[src/sfd_pkg.sv]
`default_nettype none
// ----------------------------------------------------------------------------
// Divider package
// Shared widths, status codes and the queue entry type of the signed divider.
// ----------------------------------------------------------------------------
package sfd_pkg;

  localparam int DATA_WIDTH_DEF = 64;
  localparam int FIELD_W = 64;
  localparam int STATUS_W = 2;

  localparam logic [STATUS_W-1:0] ST_OK = 2'd0;
  localparam logic [STATUS_W-1:0] ST_DIV_ZERO = 2'd1;
  localparam logic [STATUS_W-1:0] ST_OVERFLOW = 2'd2;

  // Classified item handed from the front end to the divide pipeline.
  typedef struct packed {
    logic [FIELD_W-1:0] mag_a;
    logic [FIELD_W-1:0] mag_b;
    logic [FIELD_W-1:0] b;
    logic sa;
    logic sb;
    logic floor_mode;
    logic rem_only;
    logic special;
    logic [FIELD_W-1:0] sp_q;
    logic [STATUS_W-1:0] sp_st;
  } item_t;

endpackage
`default_nettype wire

[src/sfd_fifo.sv]
`default_nettype none
// ----------------------------------------------------------------------------
// Decoupling queue
// Two-entry register queue between the front end and the divide pipeline.
// ----------------------------------------------------------------------------
module sfd_fifo (
  input  wire logic       clk,
  input  wire logic       rst_n,
  input  wire logic       wr_valid,
  output logic            wr_ready,
  input  wire sfd_pkg::item_t wr_data,
  output logic            rd_valid,
  input  wire logic       rd_ready,
  output sfd_pkg::item_t  rd_data
);
  sfd_pkg::item_t mem_r [2];
  logic wp_r, rp_r;
  logic [1:0] cnt_r;
  logic do_wr, do_rd;

  assign wr_ready = (cnt_r != 2'd2);
  assign rd_valid = (cnt_r != 2'd0);
  assign rd_data = mem_r[rp_r];
  assign do_wr = wr_valid && wr_ready;
  assign do_rd = rd_valid && rd_ready;

  // Pointers and fill level.
  always_ff @(posedge clk) begin
    if (!rst_n) begin
      wp_r <= 1'b0;
      rp_r <= 1'b0;
      cnt_r <= 2'd0;
    end else begin
      if (do_wr) wp_r <= ~wp_r;
      if (do_rd) rp_r <= ~rp_r;
      cnt_r <= cnt_r + {1'b0, do_wr} - {1'b0, do_rd};
    end
  end

  // Entry storage.
  always_ff @(posedge clk) begin
    if (do_wr) mem_r[wp_r] <= wr_data;
  end

  a_no_over: assert property (@(posedge clk) disable iff (!rst_n)
    cnt_r <= 2'd2) else $error("queue overfilled");
  a_empty_no_rd: assert property (@(posedge clk) disable iff (!rst_n)
    (cnt_r == 2'd0) |-> !do_rd) else $error("read from empty queue");
  a_fill: assert property (@(posedge clk) disable iff (!rst_n)
    (do_wr && !do_rd) |=> (cnt_r == $past(cnt_r) + 2'd1)) else $error("fill count slip");
endmodule
`default_nettype wire

[config.mk]
export PLATFORM = sky130hd
export DESIGN_NAME = sfd_fifo
export DESIGN_NICKNAME = d
export VERILOG_FILES = /design/src/sfd_pkg.sv /design/src/sfd_fifo.sv
export SDC_FILE = /design/constraint.sdc
export NUM_CORES = 1
export LEC_CHECK = 0
export BUFFER_PORTS_ARGS = -buffer_cell sky130_fd_sc_hd__buf_2
export CAP_MARGIN = 20
export CORE_ASPECT_RATIO = 1.1
export CORE_MARGIN = 8
export CORE_UTILIZATION = 25
export CTS_CLUSTER_DIAMETER = 100
export DETAILED_ROUTE_END_ITERATION = 12
export PLACE_DENSITY_LB_ADDON = 0.1
export SYNTH_ARGS = -nofsm -noshare
export SYNTH_HDL_FRONTEND = slang
export SYNTH_SLANG_ARGS = --single-unit
export TNS_END_PERCENT = 20
[constraint.sdc]
create_clock -name clk -period 13.55 [get_ports clk]
set_clock_uncertainty 0.2 [all_clocks]
set_input_delay 0.6775 -clock clk [delete_from_list [all_inputs] [get_ports clk]]
set_output_delay 0.6775 -clock clk [all_outputs]
set_load 0.02 [all_outputs]
==> out/results.tsv <==
metric	value	unit
status	finished clean	
I/O Pins	532	
GR Util All Layers	11.6	%
Clk pin slew, worst setup/hold paths	0.06	ns
Worst Hold Class	input pin to register	
via count	9908	
clock sink count	531	
Final Non-Filler Cells	2515	
pins over their slew limit	0	
min Tclk post-route	4.47	ns
Hold Crit Start	wr_data[152]	
final wirelength	53.5	mm
EDFF count, synth	526	
initial antenna violation count	17	
P per Cell Area	195	nW/um^2
crit path capture type	output pin	
Netlist Area Pre-Place	19500	um^2
worst r2r src	cnt_r[0]	
ratio of cells with drive above 1 in the final layout	60.5	%
fmax	224	MHz
register area	15900	um^2
syn_area_per_cell	23.1	um^2
Core Area	77200	um^2
setup_tns	0	ns
final net count	1690	
final hold violations	0	
worst path arrival time	3.59	ns
synth top area cells	edfxtp_1, mux2_2, mux2_4	
CTS root buf	clkbuf_16	
Placer Congestion	0.750	
# port buffers	531	
startpoint type of the worst setup path	register	
# setup viols final	0	
flops & latches, synth	531	
H-tree Lvls	2	
worst hold slack	0.0639	ns
worst skew pair latency	0.60	ns
Initial Util	25.2	%
max_slew headroom	20.6	%
most instantiated cells after synthesis	edfxtp_1, mux2_2, mux2_4	
Routed Antenna Nets	0	
Synth cell types	19	
Leak Pwr	9.27	nW
CTS Buf Count	59	
Max IR drop VDD	0.0950	mV
post-synth net total	1111	
vias per cell	3.94	
Min-Delay Path Depth	1	
maximum clock path buffer count	3	
Die W	282	um
Synth-to-Final Area Change	29.3	%
Synth Warn #	0	
CP required	12.67	ns
First-pass DRT Iterations	5	
most frequent cell after synthesis	edfxtp_1	
Worst Tran Pin Value	1.19	ns
Die Height	309	um
Yosys top cell by area	edfxtp_1	
TritonCTS clock tree	built	
DRT iter0 DRCs	436	
vias in the first global route	11000	
routed len/inst	21.3	um
Post-DP HPWL	37.1	mm
Cells after Synth	842	
Rows	107	
CTS resizes	0	
number of remaining DRC errors	0	
ys flop type	edfxtp_1	
die area	87100	um^2
# placed instances	2390	
pin count of the biggest net entering global routing	163	
fraction of registers with async set/reset	0	%
total power	4.90	mW
register area share after synthesis	81.6	%
Setup Crit Path Kind	register to output pin	
multi-input logic area	3370	um^2
area share of the largest cell type after synthesis	81.1	%
R2R depth	4	
GR Overflow Total	0	
max_cap viols	0	
fin crit share	33.0	%
RSZ-0062 raised after global routing	false	
first-pass GRT wire length	74.9	mm
Layout fillers	7603	
crit-path max FO	69	
-- metrics by stage --
stage	cell area [um^2]	utilization, %	worst slack, ns
after CTS	25200	32.6	8.85
after floorplan	19500	-	0.788
final	25200	32.6	9.08
after detailed placement	23300	30.2	9.53
after global routing	25200	32.6	8.78
after global placement	23300	30.2	9.51
-- flip-flops by register name, indices dropped and copies added, names as in the netlist, named ones only --
register / count
cnt_r: 2
rp_r: 1
wp_r: 1
mem_r: 526
-- cell usage in the layout (no fill, tap or decap) --
cell,count
and2_1,2
and3_4,1
buf_12,1
buf_2,531
buf_4,10
bufinv_16,2
clkbuf_1,11
clkbuf_16,61
clkinv_1,19
clkinv_2,13
clkinv_4,1
clkinvlp_4,3
dfxtp_1,4
dfxtp_4,1
diode_2,10
dlygate4sd3_1,5
edfxtp_1,526
ha_1,2
inv_1,1
mux2_2,193
mux2_4,70
mux2i_1,1
nand2_1,2
nand2b_1,2
nor2_4,1
nor2b_1,2
o21a_1,1
or2_2,1
xnor2_1,3
-- final timing paths --
path	end	slack (ns)
min reg2reg	wp_r	0.34
max	rd_data[160]	9.08
min	mem_r[1][152]	0.06
max reg2reg	mem_r[1][121]	10.22
-- critical path, cell delays in order, from the launching register on --
cell     delay, ns
dfxtp_4       0.55
buf_4         0.81
buf_4         0.82
mux2_2        0.45
buf_2         0.17
-- cell type report --
| type | instances | share of cell area (%) |
|---|---|---|
| multi-input cells | 281 | 13.4 |
| clock inverters | 38 | 0.904 |
| clock buffers | 72 | 6.22 |
| repair buffers | 547 | 11.1 |
| flip-flops and latches | 531 | 63.1 |
| well taps | 1035 | 5.14 |
| diodes | 10 | 0.0993 |
| inverters | 1 | 0.0149 |
-- power breakdown --
group	leakage [nW]	internal, mW	switching, mW	total [mW]
logic	3.44	0.494	0.794	1.29
clock network	0.878	0.853	0.634	1.49
registers	4.96	2.07	0.0572	2.12
-- per-layer routing --
layer	global-route usage, %	wire length [um]	share of wire (%)
met5	0	79	0.15
met4	3.48	1340	2.5
met1	12.3	19100	36
met2	20.7	27400	51
met3	5.22	5540	10
-- cells by family (layout without fill, tap and decap cells) --
logic type / count (synthesis) / count (layout) / share of synthesized area, %
compound gates: 1 / 1 / 0.0386
xor+xnor: 3 / 3 / 0.135
fa+ha+maj: 2 / 2 / 0.128
buf+inv: 30 / 658 / 1.16
flops: 531 / 531 / 81.6
mux: 264 / 264 / 16.6
other cells: 0 / 10 / 0
simple gates: 11 / 11 / 0.315
-- what timing repair did --
item,4_1_cts,5_1_grt
hold buffers,5,0
setup buffers,0,0
setup endpoints to repair,0,0
hold endpoints to repair,8,0
No activity file was read; power rests on OpenSTA's default activity.
