### config.mk
export PLATFORM = sky130hd
export DESIGN_NAME = sfd_front
export DESIGN_NICKNAME = d
export VERILOG_FILES = /design/src/sfd_pkg.sv /design/src/sfd_front.sv
export SDC_FILE = /design/constraint.sdc
export NUM_CORES = 1
export LEC_CHECK = 0
export BUFFER_PORTS_ARGS = -buffer_cell sky130_fd_sc_hd__buf_2
export CAP_MARGIN = 25
export CORE_AREA = 2 2 152 154
export DETAILED_ROUTE_END_ITERATION = 8
export DIE_AREA = 0 0 154 156
export GPL_TIMING_DRIVEN = 0
export SKIP_LAST_GASP = 1
export SLEW_MARGIN = 10
export SYNTH_ARGS = -nofsm -noshare
export SYNTH_HDL_FRONTEND = slang
export SYNTH_SLANG_ARGS = --single-unit
### constraint.sdc
create_clock -name vclk -period 5.8
set_input_delay 1.74 -clock vclk [all_inputs]
set_output_delay 1.74 -clock vclk [all_outputs]
set_load 0.05 [all_outputs]
### src/sfd_pkg.sv
`default_nettype none
// ----------------------------------------------------------------------------
// Divider package
// Shared widths, status codes and the queue entry type of the signed divider.
// ----------------------------------------------------------------------------
package sfd_pkg;

  localparam int DATA_WIDTH_DEF = 64;
  localparam int FIELD_W = 64;
  localparam int STATUS_W = 2;

  localparam logic [STATUS_W-1:0] ST_OK = 2'd0;
  localparam logic [STATUS_W-1:0] ST_DIV_ZERO = 2'd1;
  localparam logic [STATUS_W-1:0] ST_OVERFLOW = 2'd2;

  // Classified item handed from the front end to the divide pipeline.
  typedef struct packed {
    logic [FIELD_W-1:0] mag_a;
    logic [FIELD_W-1:0] mag_b;
    logic [FIELD_W-1:0] b;
    logic sa;
    logic sb;
    logic floor_mode;
    logic rem_only;
    logic special;
    logic [FIELD_W-1:0] sp_q;
    logic [STATUS_W-1:0] sp_st;
  } item_t;

endpackage
`default_nettype wire

### src/sfd_front.sv
`default_nettype none
// ----------------------------------------------------------------------------
// Divider front end
// Sign-extends operands, takes magnitudes and flags the special divisors.
// ----------------------------------------------------------------------------
module sfd_front #(
  parameter int DATA_WIDTH = sfd_pkg::DATA_WIDTH_DEF
) (
  input  wire logic [sfd_pkg::FIELD_W-1:0] dividend,
  input  wire logic [sfd_pkg::FIELD_W-1:0] divisor,
  input  wire logic                        func,
  input  wire logic                        remainder_only,
  output sfd_pkg::item_t                   item
);
  localparam int W = sfd_pkg::FIELD_W;
  logic [W-1:0] a, b, minval;

  // Sign-extend the low DATA_WIDTH bits of each operand.
  always_comb begin
    a = {{(W-DATA_WIDTH){dividend[DATA_WIDTH-1]}}, dividend[DATA_WIDTH-1:0]};
    b = {{(W-DATA_WIDTH){divisor[DATA_WIDTH-1]}}, divisor[DATA_WIDTH-1:0]};
    minval = {{(W-DATA_WIDTH+1){1'b1}}, {(DATA_WIDTH-1){1'b0}}};
  end

  // Classify the item; zero and minus one divisors get their result here, not from the divide.
  always_comb begin
    item.sa = a[W-1];
    item.sb = b[W-1];
    item.mag_a = a[W-1] ? (~a + 1'b1) : a;
    item.mag_b = b[W-1] ? (~b + 1'b1) : b;
    item.b = b;
    item.floor_mode = func;
    item.rem_only = remainder_only;
    item.special = 1'b0;
    item.sp_q = '0;
    item.sp_st = sfd_pkg::ST_OK;
    if (b == '0) begin
      item.special = 1'b1;
      item.sp_st = sfd_pkg::ST_DIV_ZERO;
    end else if (b == '1) begin
      item.special = 1'b1;
      if (!remainder_only) begin
        if (a == minval) begin
          item.sp_st = sfd_pkg::ST_OVERFLOW;
        end else begin
          item.sp_q = ~a + 1'b1;
        end
      end
    end
  end
endmodule
`default_nettype wire

==> impl.org <==
** Synthesis
- Synth area leaders :: sky130_fd_sc_hd__xnor2_1, sky130_fd_sc_hd__buf_4, sky130_fd_sc_hd__nor3_1
- Synthesis produced 755 cells.
- Avg Inst Size Synth :: 6.54 um2
- In this run the cell area of the synthesized design comes to 0.00494 mm2.
- When the netlist entered floorplanning its net count stood at 889.
- Area share of the largest cell type after synthesis :: 0.250
- Cell taking the most area after synthesis :: sky130_fd_sc_hd__xnor2_1
- Yosys warnings :: 0
- In the synthesized netlist, the cells that appear most often are sky130_fd_sc_hd__xnor2_1, sky130_fd_sc_hd__buf_4, sky130_fd_sc_hd__nor3_1.
- Distinct cells, synth :: 47
- Of the synthesized area, sequential elements account for 0.
- Dominant cell by count in the synthesized netlist :: sky130_fd_sc_hd__xnor2_1

** Placed design
- At the end of routability-driven placement, the weighted congestion stood at 0.940.
- Number of cells in the design after placement :: 1420
- Final HPWL DP :: 22800 um
- In this run the cell area measured after placement is 0.00754 mm2.
- At the placement stage, the worst setup path has a slack of -0.872 ns.
- I/O Buffers :: 380

** Power and ir drop
- The analysis attributes to cell leakage a power of 3.75 nW.
- Part of the power in registers :: 0
- Switching fraction of total power :: 0.715
- Dividing total power by cell area gives a power density of 106 mW/mm2.
- Clock network fraction of total power :: 0
- In this run the power spent charging and discharging nets is 0.000682 W.
- IR drop worst, VDD :: 0.0000572 V
- Cell internal power was estimated by the tool at 0.000272 W.
- Summing internal, switching and leakage power gives 0.000954 W.
- The share of total power dissipated in combinational logic is 1.000.

** Flow run
- Max-cap violations in this run came to 0.

** STA
- For the pin with the worst max-slew slack, the measured transition is 1.19 ns.
- Final setup violation count :: 10
- Final setup slack of the worst path :: -0.101 ns
- Headroom to the max-slew limit :: 0.209
- The number of failing hold endpoints at the final stage is 0.
- RSZ-0062 raised after global routing :: yes
- Counting I/O delays and the setup requirement, the final critical path takes 5.90 ns.
- Dividing the final minimum period by the clock period gives 1.02.
- The final-report max-slew violation count came to 0.
- Static timing analysis puts the maximum clock frequency at 0.169 GHz.

** Global route
- Across every metal layer, demand over resource in global routing totals 0.211.
- The number of antenna violations at the first check in global routing came to 1.
- Global-route wire length before repair :: 40400 um
- The number of global-route vias before repair was 7016.
- Pin count of the biggest net entering global routing :: 11
- Summed over all layers, the global routing overflow is 0.

** Cells and area
- In the final layout, the share of cells above drive strength 1 is 0.571.
- Summed area of non-filler cells in the final layout :: 0.00901 mm2
- The count of cells in the finished layout, fillers not included, comes to 1440.
- Area growth syn-to-layout :: 82.4%
- Sequential cell area in the final layout :: 0 um2
- Number of sequential cells in the layout :: 0
- CLK BUF :: 0
- Core utilization of the finished layout :: 0.403
- Filler cell count :: 2353
- In the final design database the tool counted 1290 nets.

** Worst setup path
- Worst Path Required :: 4.06 ns
- Source of the critical timing path :: dividend[10]
- For the worst setup path, the data arrival time is 4.16 ns.
- Largest fanout of any net on the critical path :: 9
- Counting both buffers and inverters, the worst setup path holds a total of 4.
- Critical path's largest stage delay :: 0.55 ns
- Path type of the worst setup path :: input port to primary output
- The worst setup path is captured at a primary output.
- CP cell instances :: buf_8 > or4_4 > or3_4 > or2_4 > clkbuf_16 > buf_4 > nor4_1 > nor3_4 > buf_2
- Critical Path Stages :: 9
- STA classifies the critical path startpoint as an input port.
- The kind of cell with the highest combined delay along the critical path is simple AND/OR/NAND/NOR gates.
- Capturing element of the worst setup path :: item[57]
- The slowest stage of the critical path is the sky130_fd_sc_hd__or4_4 cell.

** Detailed routing
- Via count :: 7478
- In the routed design, unresolved DRC markers number 0.
- The count of nets left with antenna violations once routing finished came out at 0.
- Pre-Repair DR Iteration Count :: 4
- The routed design has 28400 um of wire.
- Detail-routed net length per standard cell :: 19.7 um
- Post-detailed-route via-to-cell ratio :: 5.19
- Violation count after the first detailed-routing iteration :: 313

** Floorplanning
- Pin placement for this block handled 393 I/O pins.
- The floorplan has 55 rows.
- The die is 156 um tall.
- The die is 154 um wide.
- Initial core utilization :: 0.221
- Core ar. :: 0.0224 mm2
- Die ar. :: 0.0240 mm2

** Worst hold path
- Counting instances, the worst hold path has a depth of 2.
- Type of the most critical hold path :: input port to primary output

** Run status
- The flow ran to the end, but the final reports show violations.
- The checks that failed: setup timing.

** Clock network
- Quantity of hold-fixing buffers added after cts :: 0
-- worst min path at each step --
| stage | start | endpoint | slack (ns) |
|---|---|---|---|
| after floorplan | divisor[29] | item[100] | 3.65 |
| after global placement | divisor[31] | item[102] | 3.78 |
| after detailed placement | func | item[68] | 3.78 |
| after CTS | func | item[68] | 3.78 |
| after global routing | divisor[31] | item[102] | 3.79 |
| final | func | item[68] | 3.78 |
-- routing by layer --
metal | part of all wire | GRT usage | vias up
met5 | 0 | 0 | -
met4 | 0.035 | 0.0663 | 0
met2 | 0.52 | 0.415 | 391
li1 | - | - | 3497
met3 | 0.074 | 0.0311 | 58
met1 | 0.37 | 0.232 | 3532
-- power by group through the flow --
stage | registers, W | clock network [W] | logic (W)
floorplan | 0 | 0 | 0.000637
global placement | 0 | 0 | 0.000891
detailed placement | 0 | 0 | 0.000892
CTS | 0 | 0 | 0.000928
global route | 0 | 0.0000000000231 | 0.000993
finish | 0 | 0.0000000000231 | 0.000954
-- layout by cell type (no fill, tap or decap), types with 13 or more instances in the layout --
| cell type | instances |
|---|---|
| sky130_fd_sc_hd__nor3_2 | 28 |
| sky130_fd_sc_hd__xnor2_1 | 133 |
| sky130_fd_sc_hd__buf_4 | 145 |
| sky130_fd_sc_hd__buf_2 | 298 |
| sky130_fd_sc_hd__nand4_1 | 27 |
| sky130_fd_sc_hd__nor2_1 | 48 |
| sky130_fd_sc_hd__nor3_4 | 13 |
| sky130_fd_sc_hd__clkbuf_1 | 19 |
| sky130_fd_sc_hd__or3_1 | 20 |
| sky130_fd_sc_hd__nor4_1 | 19 |
| sky130_fd_sc_hd__nand3_1 | 15 |
| sky130_fd_sc_hd__o31a_1 | 15 |
| sky130_fd_sc_hd__nor3_1 | 23 |
| sky130_fd_sc_hd__nand2_1 | 54 |
| sky130_fd_sc_hd__or4_1 | 16 |
| sky130_fd_sc_hd__buf_6 | 32 |
| sky130_fd_sc_hd__o21ai_0 | 21 |
| sky130_fd_sc_hd__o31ai_1 | 15 |
-- area by class of cell --
class,instances,area (um2),share of cell area
Tap cell,285,357,0.0396
Inverter,9,33.8,0.00375
Multi-Input combinational cell,620,5240,0.582
Antenna cell,1,2.50,0.000278
Buffer,118,903,0.100
Timing Repair Buffer,407,2470,0.275
-- cells by family after synthesis --
family                   count (synthesis)  synth area share
adder cells (fa/ha/maj)                  4            0.0101
AND/OR/NAND/NOR                        344             0.373
AO/OA/AOI/OAI                          121             0.184
XOR/XNOR                               151             0.268
buffers and inverters                  135             0.165
-- timing repair --
item,4_1_cts,5_1_grt
buffers inserted,16,8
gates resized for setup,167,172
pin swaps,16,22
endpoints found under the hold margin,0,0
endpoints found under the setup margin,144,140
gates cloned,0,3
-- metrics by stage --
step                hold slack, ns  setup TNS, ns
CTS                           3.78         -0.639
global route                  3.79          -2.32
floorplan                     3.65         -0.931
finish                        3.78         -0.372
global placement              3.78         -72.70
detailed placement            3.78         -75.74
No activity file was read; power rests on OpenSTA's default activity.
